**config.mk**
```make
export PLATFORM = sky130hd
export DESIGN_NAME = vhbc_seq
export DESIGN_NICKNAME = d
export VERILOG_FILES = /design/src/design/vhbc_pkg.sv /design/src/design/vhbc_seq.sv
export SDC_FILE = /design/constraint.sdc
export NUM_CORES = 1
export LEC_CHECK = 0
export ABC_AREA = 1
export BUFFER_PORTS_ARGS = -buffer_cell sky130_fd_sc_hd__buf_2
export CORE_MARGIN = 2
export CORE_UTILIZATION = 40
export CTS_CLUSTER_DIAMETER = 50
export CTS_CLUSTER_SIZE = 24
export DETAILED_ROUTE_END_ITERATION = 10
export GPL_TIMING_DRIVEN = 0
export PLACE_DENSITY = 0.62
export SETUP_SLACK_MARGIN = 0.3
export SLEW_MARGIN = 20
export SYNTH_ARGS = -nofsm -noshare
export SYNTH_HDL_FRONTEND = slang
export SYNTH_SLANG_ARGS = --single-unit
```
**constraint.sdc**
```tcl
create_clock -name clock -period 3.31 [get_ports clock]
set_input_delay 0.1655 -clock clock [delete_from_list [all_inputs] [get_ports clock]]
set_output_delay 0.1655 -clock clock [all_outputs]
set_load 0.05 [all_outputs]
```
**src/design/vhbc_pkg.sv**
```systemverilog
// Shared types and constants for the voxel hidden-block cull unit.
package vhbc_pkg;

   typedef enum logic {
      OP_WRITE = 1'b0,
      OP_QUERY = 1'b1
   } op_type;

   typedef enum logic [1:0] {
      CLS_AIR = 2'd0,
      CLS_POS = 2'd1,
      CLS_NEG = 2'd2
   } class_type;

   // Order in which a query visits the center voxel and its six face neighbors.
   typedef enum logic [2:0] {
      NB_CENTER = 3'd0,
      NB_UP     = 3'd1,
      NB_DOWN   = 3'd2,
      NB_LEFT   = 3'd3,
      NB_RIGHT  = 3'd4,
      NB_BACK   = 3'd5,
      NB_FRONT  = 3'd6
   } nbr_type;

   typedef enum logic [2:0] {
      ST_CLEAR,
      ST_IDLE,
      ST_READ,
      ST_LAST,
      ST_EMIT
   } state_type;

   typedef logic [3:0]         coord_type;
   typedef logic [7:0]         height_type;
   typedef logic signed [15:0] value_type;

   typedef struct packed {
      logic rd;
      logic wr;
   } mem_ctl_type;

   typedef struct packed {
      logic valid;
      logic draw_flag;
   } result_type;

   function automatic class_type class_of(input value_type value);
      class_type cls;
      if (value[15]) begin
         cls = CLS_NEG;
      end else if (value != 16'sd0) begin
         cls = CLS_POS;
      end else begin
         cls = CLS_AIR;
      end
      return cls;
   endfunction

endpackage

```
**src/design/vhbc_seq.sv**
```systemverilog
// Sequencer: clearing sweep, voxel writes and the seven-read neighbor walk of a query.
module vhbc_seq #(
   parameter int GRID_WIDTH  = 16,
   parameter int GRID_HEIGHT = 256,
   parameter int XW          = 4,
   parameter int YW          = 8,
   parameter int AW          = 16
) (
   input  logic                  clock,
   input  logic                  reset,
   input  logic                  in_valid,
   output logic                  in_ready,
   input  vhbc_pkg::op_type      operation,
   input  vhbc_pkg::coord_type   x_pos,
   input  vhbc_pkg::coord_type   z_pos,
   input  vhbc_pkg::height_type  y_pos,
   input  vhbc_pkg::value_type   block_value,
   input  logic                  rsp_busy,
   output vhbc_pkg::result_type  res,
   output vhbc_pkg::mem_ctl_type mem_ctl,
   output logic [AW-1:0]         mem_addr,
   output vhbc_pkg::class_type   mem_wdata,
   input  vhbc_pkg::class_type   mem_rdata
);

   vhbc_pkg::state_type state_ff, state_in;
   vhbc_pkg::nbr_type   step_ff, step_in;
   vhbc_pkg::nbr_type   rd_step_ff;
   logic                rd_pend_ff;
   logic [AW-1:0]       clr_ff, clr_in;
   logic [XW-1:0]       x_ff, z_ff, nx, nz;
   logic [YW-1:0]       y_ff, ny;
   logic                drawn_ff, drawn_in;
   logic                accept, in_grid, border, rd_bad, clr_done;
   logic [7:0]          opnd, sum;
   logic                dec;

   assign accept = in_valid && in_ready;

   assign in_grid = ({1'b0, x_pos} < 5'(GRID_WIDTH)) &&
                    ({1'b0, z_pos} < 5'(GRID_WIDTH)) &&
                    ({1'b0, y_pos} < 9'(GRID_HEIGHT));
   assign border = (x_pos == 4'd0) || (x_pos == 4'(GRID_WIDTH - 1)) ||
                   (z_pos == 4'd0) || (z_pos == 4'(GRID_WIDTH - 1)) ||
                   (y_pos == 8'd0) || (y_pos == 8'(GRID_HEIGHT - 1));

   assign clr_done = &clr_ff;

   // Shared step unit: one coordinate is moved by one per neighbor read.
   always_comb begin
      opnd = 8'(y_ff);
      dec  = 1'b0;
      case (step_ff)
         vhbc_pkg::NB_UP:    begin opnd = 8'(y_ff); dec = 1'b0; end
         vhbc_pkg::NB_DOWN:  begin opnd = 8'(y_ff); dec = 1'b1; end
         vhbc_pkg::NB_LEFT:  begin opnd = 8'(x_ff); dec = 1'b1; end
         vhbc_pkg::NB_RIGHT: begin opnd = 8'(x_ff); dec = 1'b0; end
         vhbc_pkg::NB_BACK:  begin opnd = 8'(z_ff); dec = 1'b1; end
         vhbc_pkg::NB_FRONT: begin opnd = 8'(z_ff); dec = 1'b0; end
         default:            begin opnd = 8'(y_ff); dec = 1'b0; end
      endcase
      sum = opnd + (dec ? 8'hFF : 8'h01);
   end

   always_comb begin
      nx = x_ff;
      ny = y_ff;
      nz = z_ff;
      case (step_ff)
         vhbc_pkg::NB_UP,   vhbc_pkg::NB_DOWN:  ny = sum[YW-1:0];
         vhbc_pkg::NB_LEFT, vhbc_pkg::NB_RIGHT: nx = sum[XW-1:0];
         vhbc_pkg::NB_BACK, vhbc_pkg::NB_FRONT: nz = sum[XW-1:0];
         default: ;
      endcase
   end

   // The center voxel hides only if it is not negative; a neighbor hides it only if positive.
   assign rd_bad = (rd_step_ff == vhbc_pkg::NB_CENTER) ? (mem_rdata == vhbc_pkg::CLS_NEG)
                                                        : (mem_rdata != vhbc_pkg::CLS_POS);

   // Next state.
   always_comb begin
      state_in = state_ff;
      case (state_ff)
         vhbc_pkg::ST_CLEAR: begin
            if (clr_done) state_in = vhbc_pkg::ST_IDLE;
         end
         vhbc_pkg::ST_IDLE: begin
            if (accept && operation == vhbc_pkg::OP_QUERY) begin
               state_in = (!in_grid || border) ? vhbc_pkg::ST_EMIT : vhbc_pkg::ST_READ;
            end
         end
         vhbc_pkg::ST_READ: begin
            if (step_ff == vhbc_pkg::NB_FRONT) state_in = vhbc_pkg::ST_LAST;
         end
         vhbc_pkg::ST_LAST: state_in = vhbc_pkg::ST_EMIT;
         vhbc_pkg::ST_EMIT: begin
            if (!rsp_busy) state_in = vhbc_pkg::ST_IDLE;
         end
         default: state_in = vhbc_pkg::ST_IDLE;
      endcase
   end

   // Outputs.
   always_comb begin
      in_ready      = 1'b0;
      mem_ctl       = '0;
      mem_addr      = {ny, nz, nx};
      mem_wdata     = vhbc_pkg::class_of(block_value);
      res.valid     = 1'b0;
      res.draw_flag = drawn_ff;
      case (state_ff)
         vhbc_pkg::ST_CLEAR: begin
            mem_ctl.wr = 1'b1;
            mem_addr   = clr_ff;
            mem_wdata  = vhbc_pkg::CLS_AIR;
         end
         vhbc_pkg::ST_IDLE: begin
            in_ready   = 1'b1;
            mem_addr   = {y_pos[YW-1:0], z_pos[XW-1:0], x_pos[XW-1:0]};
            mem_ctl.wr = in_valid && operation == vhbc_pkg::OP_WRITE && in_grid;
         end
         vhbc_pkg::ST_READ: mem_ctl.rd = 1'b1;
         vhbc_pkg::ST_EMIT: res.valid = !rsp_busy;
         default: ;
      endcase
   end

   always_comb begin
      clr_in   = (state_ff == vhbc_pkg::ST_CLEAR) ? clr_ff + 1'b1 : clr_ff;
      step_in  = step_ff;
      drawn_in = drawn_ff;
      if (accept) begin
         step_in  = vhbc_pkg::NB_CENTER;
         drawn_in = !in_grid || border;
      end else begin
         if (state_ff == vhbc_pkg::ST_READ && step_ff != vhbc_pkg::NB_FRONT) begin
            step_in = vhbc_pkg::nbr_type'(step_ff + 3'd1);
         end
         if (rd_pend_ff && rd_bad) drawn_in = 1'b1;
      end
   end

   always_ff @(posedge clock) begin
      if (reset) begin
         state_ff   <= vhbc_pkg::ST_CLEAR;
         clr_ff     <= '0;
         rd_pend_ff <= 1'b0;
         step_ff    <= vhbc_pkg::NB_CENTER;
      end else begin
         state_ff   <= state_in;
         clr_ff     <= clr_in;
         rd_pend_ff <= mem_ctl.rd;
         step_ff    <= step_in;
      end
   end

   always_ff @(posedge clock) begin
      rd_step_ff <= step_ff;
      drawn_ff   <= drawn_in;
      if (accept) begin
         x_ff <= x_pos[XW-1:0];
         z_ff <= z_pos[XW-1:0];
         y_ff <= y_pos[YW-1:0];
      end
   end

`ifndef NO_ASSERTIONS
   a_no_accept_during_read: assert property (@(posedge clock) disable iff (reset)
      rd_pend_ff |-> !in_ready)
      else $error("request taken while a store read was outstanding");
   a_no_overwrite: assert property (@(posedge clock) disable iff (reset)
      res.valid |-> !rsp_busy)
      else $error("result issued while the response register was still full");
   a_walk_ends: assert property (@(posedge clock) disable iff (reset)
      (state_ff == vhbc_pkg::ST_READ && step_ff == vhbc_pkg::NB_FRONT)
      |=> (state_ff == vhbc_pkg::ST_LAST && rd_pend_ff))
      else $error("neighbor walk did not finish after the last read");
   a_single_port: assert property (@(posedge clock) disable iff (reset)
      !(mem_ctl.wr && mem_ctl.rd))
      else $error("store read and write in the same cycle");
   a_border_fast: assert property (@(posedge clock) disable iff (reset)
      (accept && operation == vhbc_pkg::OP_QUERY && border)
      |=> (state_ff == vhbc_pkg::ST_EMIT && drawn_ff))
      else $error("border query did not go straight to a drawn result");
`endif

endmodule

```
==> results.yml <==
synthesis:
  syn_nets: 435
  syn_area_um2: 2820
  avgSynthCellArea_um2: 7.35
  ys_seq_area_frac: 0.365
  syn-instance-count: 384
  synth_flop_cell: "dfxtp_1"
  synth_edf_count: 17
  yosysMostFrequentCell: "inv_1"
  synth.top_cell.area_share: 0.184
  ys_ff_latch: 43
  synth_commonest_cells: "inv_1, nand2_1, nor2_1"
  synth_warnings: 0
  yosysTopAreaCell: "dfxtp_1"
  async_reset_ff_frac: 0
  synth.area.top_cells: "dfxtp_1, edfxtp_1, inv_1"
  synth_cell_types: 43
routing:
  dr.pass1.iters: 4
  wl_per_cell_um: 13.7
  vias: 2786
  drtIter0Drc: 130
  drc_errors: 0
  viasPerCell: 4.96
  routed_wl_um: 7710
  ant_nets: 0
worst_setup_path:
  critPathKind: "register to primary output"
  worstPathRequired_ns: 3.14
  arrival_ns: 2.75
  cpMaxStageDelayCell: "fa_2"
  cp-start-kind: "register"
  slowest_delay_ns: 0.42
  cp-end-kind: "primary output"
  crit_top_cell: "nand2_1"
  crit_fanout: 6
  crit_chain: "buf_4 -> ha_4 -> nand2_4 -> nand2_8 -> nand2_2 -> nand2_2 -> inv_2 -> nand2_4 -> fa_2 -> nand3_2 -> nand2_2 -> nand2_1 -> nand2_1 -> nand2_1 -> nand2_1 -> a21oi_1 -> o21ai_1 -> nand2_1 -> nand3_2 -> buf_8"
layout:
  diodes: 0
  drive_gt1_frac: 0.311
  synthToLayoutAreaGrowth_pct: 29.7
  final_area_um2: 3660
  nNetsFinal: 516
  stdcell_count: 562
clock_network:
  clockBufferDepth: 2
  h-tree-depth: 2
  clock-sinks: 43
  clk_latency_ns: 0.29
  cts_tree: "yes"
  ctsHoldBuffers: 0
  numCtsBuffers: 5
  root_buffer: "clkbuf_8"
  path_clk_slew_ns: 0.08
run_status:
  status: "finished, final reports clean"
floorplan:
  die_area_um2: 7750
  rows: 30
  die-height_um: 88.0
  ios: 62
  die_w_um: 88.0
  initial_core_util: 0.413
  coreArea_um2: 6830
sta:
  max-slew-margin-rel: 0.426
  hold_violations: 0
  rsz0062_at_grt: "true"
  fin_crit_sh: 0.882
  fin_worst_skew_ns: 0.00655
  clock.fmax_mhz: 343
  worst_slack_ns: 0.391
  worst_pin_slew_ns: 0.859
  maxSlewViolCount: 0
  fin_crit_ns: 2.92
  finalSetupTns_ns: 0
  finalSetupViolations: 0
power_and_ir_drop:
  p_sw_uw: 1010
  comb_power_share: 0.533
  pwr-share-clk: 0.167
  power.density_nw_per_um2: 571
  seqPwrFrac: 0.300
  internal_power_uw: 1080
  power_leakage_uw: 0.00168
  swShare: 0.485
  irDropWorstVdd_mv: 0.347
global_routing:
  grt_max_degree: 19
  grt_pass1_wl_um: 11800
  antenna_found_initial: 0
  grtUsageTotal: 0.198
  grt_pass1_vias: 2462
  overflow: 0
run:
  maxCapViolations: 0
placement:
  post-dp-hpwl_um: 5980
  port_buffers: 60
  pre_cts_ws_ns: 0.382
  place_inst: 540
  place_congestion: 0.818
  place_area_um2: 3250
hold_path:
  hold_class: "input port to register"
[placed cells by master (no fill, tap or decap), types with 17 or more instances in the layout]
cell type,n
o21ai_0,24
inv_1,62
dfxtp_1,23
edfxtp_1,17
a21oi_1,29
nand3_1,21
buf_2,56
buf_4,17
nor2_1,31
nand2_1,53
[logic make-up after synthesis]
| group | Yosys count | share of synthesized area |
|---|---|---|
| AO/OA/AOI/OAI | 88 | 0.183 |
| XOR/XNOR | 6 | 0.0239 |
| adder cells (fa/ha/maj) | 12 | 0.0558 |
| buffers and inverters | 83 | 0.114 |
| flip-flops | 43 | 0.365 |
| AND/OR/NAND/NOR | 152 | 0.258 |
[worst paths after layout]
check	start	endpoint	slack [ns]	cells past startpoint
worst min register to register	step_ff[0]	rd_step_ff[0]	0.42	0
worst max register to register	state_ff[0]	drawn_ff	1.26	6
worst max-delay path	step_ff[0]	mem_addr[14]	0.39	20
worst min-delay path	y_pos[7]	y_ff[7]	0.07	1
[power groups by stage]
stage	sequential [uW]	clock, uW	combinational, uW
after global placement	639	0	1030
after detailed placement	640	0	1030
after floorplan	634	0	777
after global routing	633	370	1190
after CTS	628	351	1060
final	628	349	1120
[area by class of cell]
type,instances,area (um2)
fillers,688,3170
multi-input cells,258,1630
flip-flops and latches,43,1040
repair buffers,74,449
inverters,75,292
well taps,96,120
clock buffers,7,86.3
plain buffers,8,38.8
clock inverters,1,5.00
[registers in the layout (all words and copies together) (netlist names)]
signal and count:
z_ff 4, step_ff 3, y_ff 8, state_ff 3, clr_ff 16, rd_pend_ff 1, x_ff 4, drawn_ff 1
rd_step_ff 3
[timing repair]
item,4_1_cts,5_1_grt
setup endpoints to repair,13,13
buffers inserted,6,8
hold endpoints to repair,0,0
resized for setup,19,41
pin swaps,4,19
[worst max-delay path, delay by kind of cell, from the launching register on]
kind                     cells  cell delay, ns
AND/OR/NAND/NOR             13            0.92
adder cells (fa/ha/maj)      2            0.59
flip-flops                   1            0.38
buffers and inverters        3            0.36
AO/OA/AOI/OAI                2            0.21
[through the flow]
step	hold slack (ns)	utilization	total power (uW)
after floorplan	0.264	-	1410
after global placement	0.366	0.475	1670
after detailed placement	0.365	0.475	1670
after CTS	0.0657	0.504	2040
after global routing	0.0690	0.536	2200
final	0.0688	0.536	2090
[layer usage]
metal  vias to the layer above  global-route usage  wire, um
met1                      1285               0.279      3610
met4                         0              0.0427        59
li1                       1451                   -         -
met5                         -                   0         0
met3                         6              0.0349       301
met2                        44               0.321      3740
No activity file was read; power rests on OpenSTA's default activity.
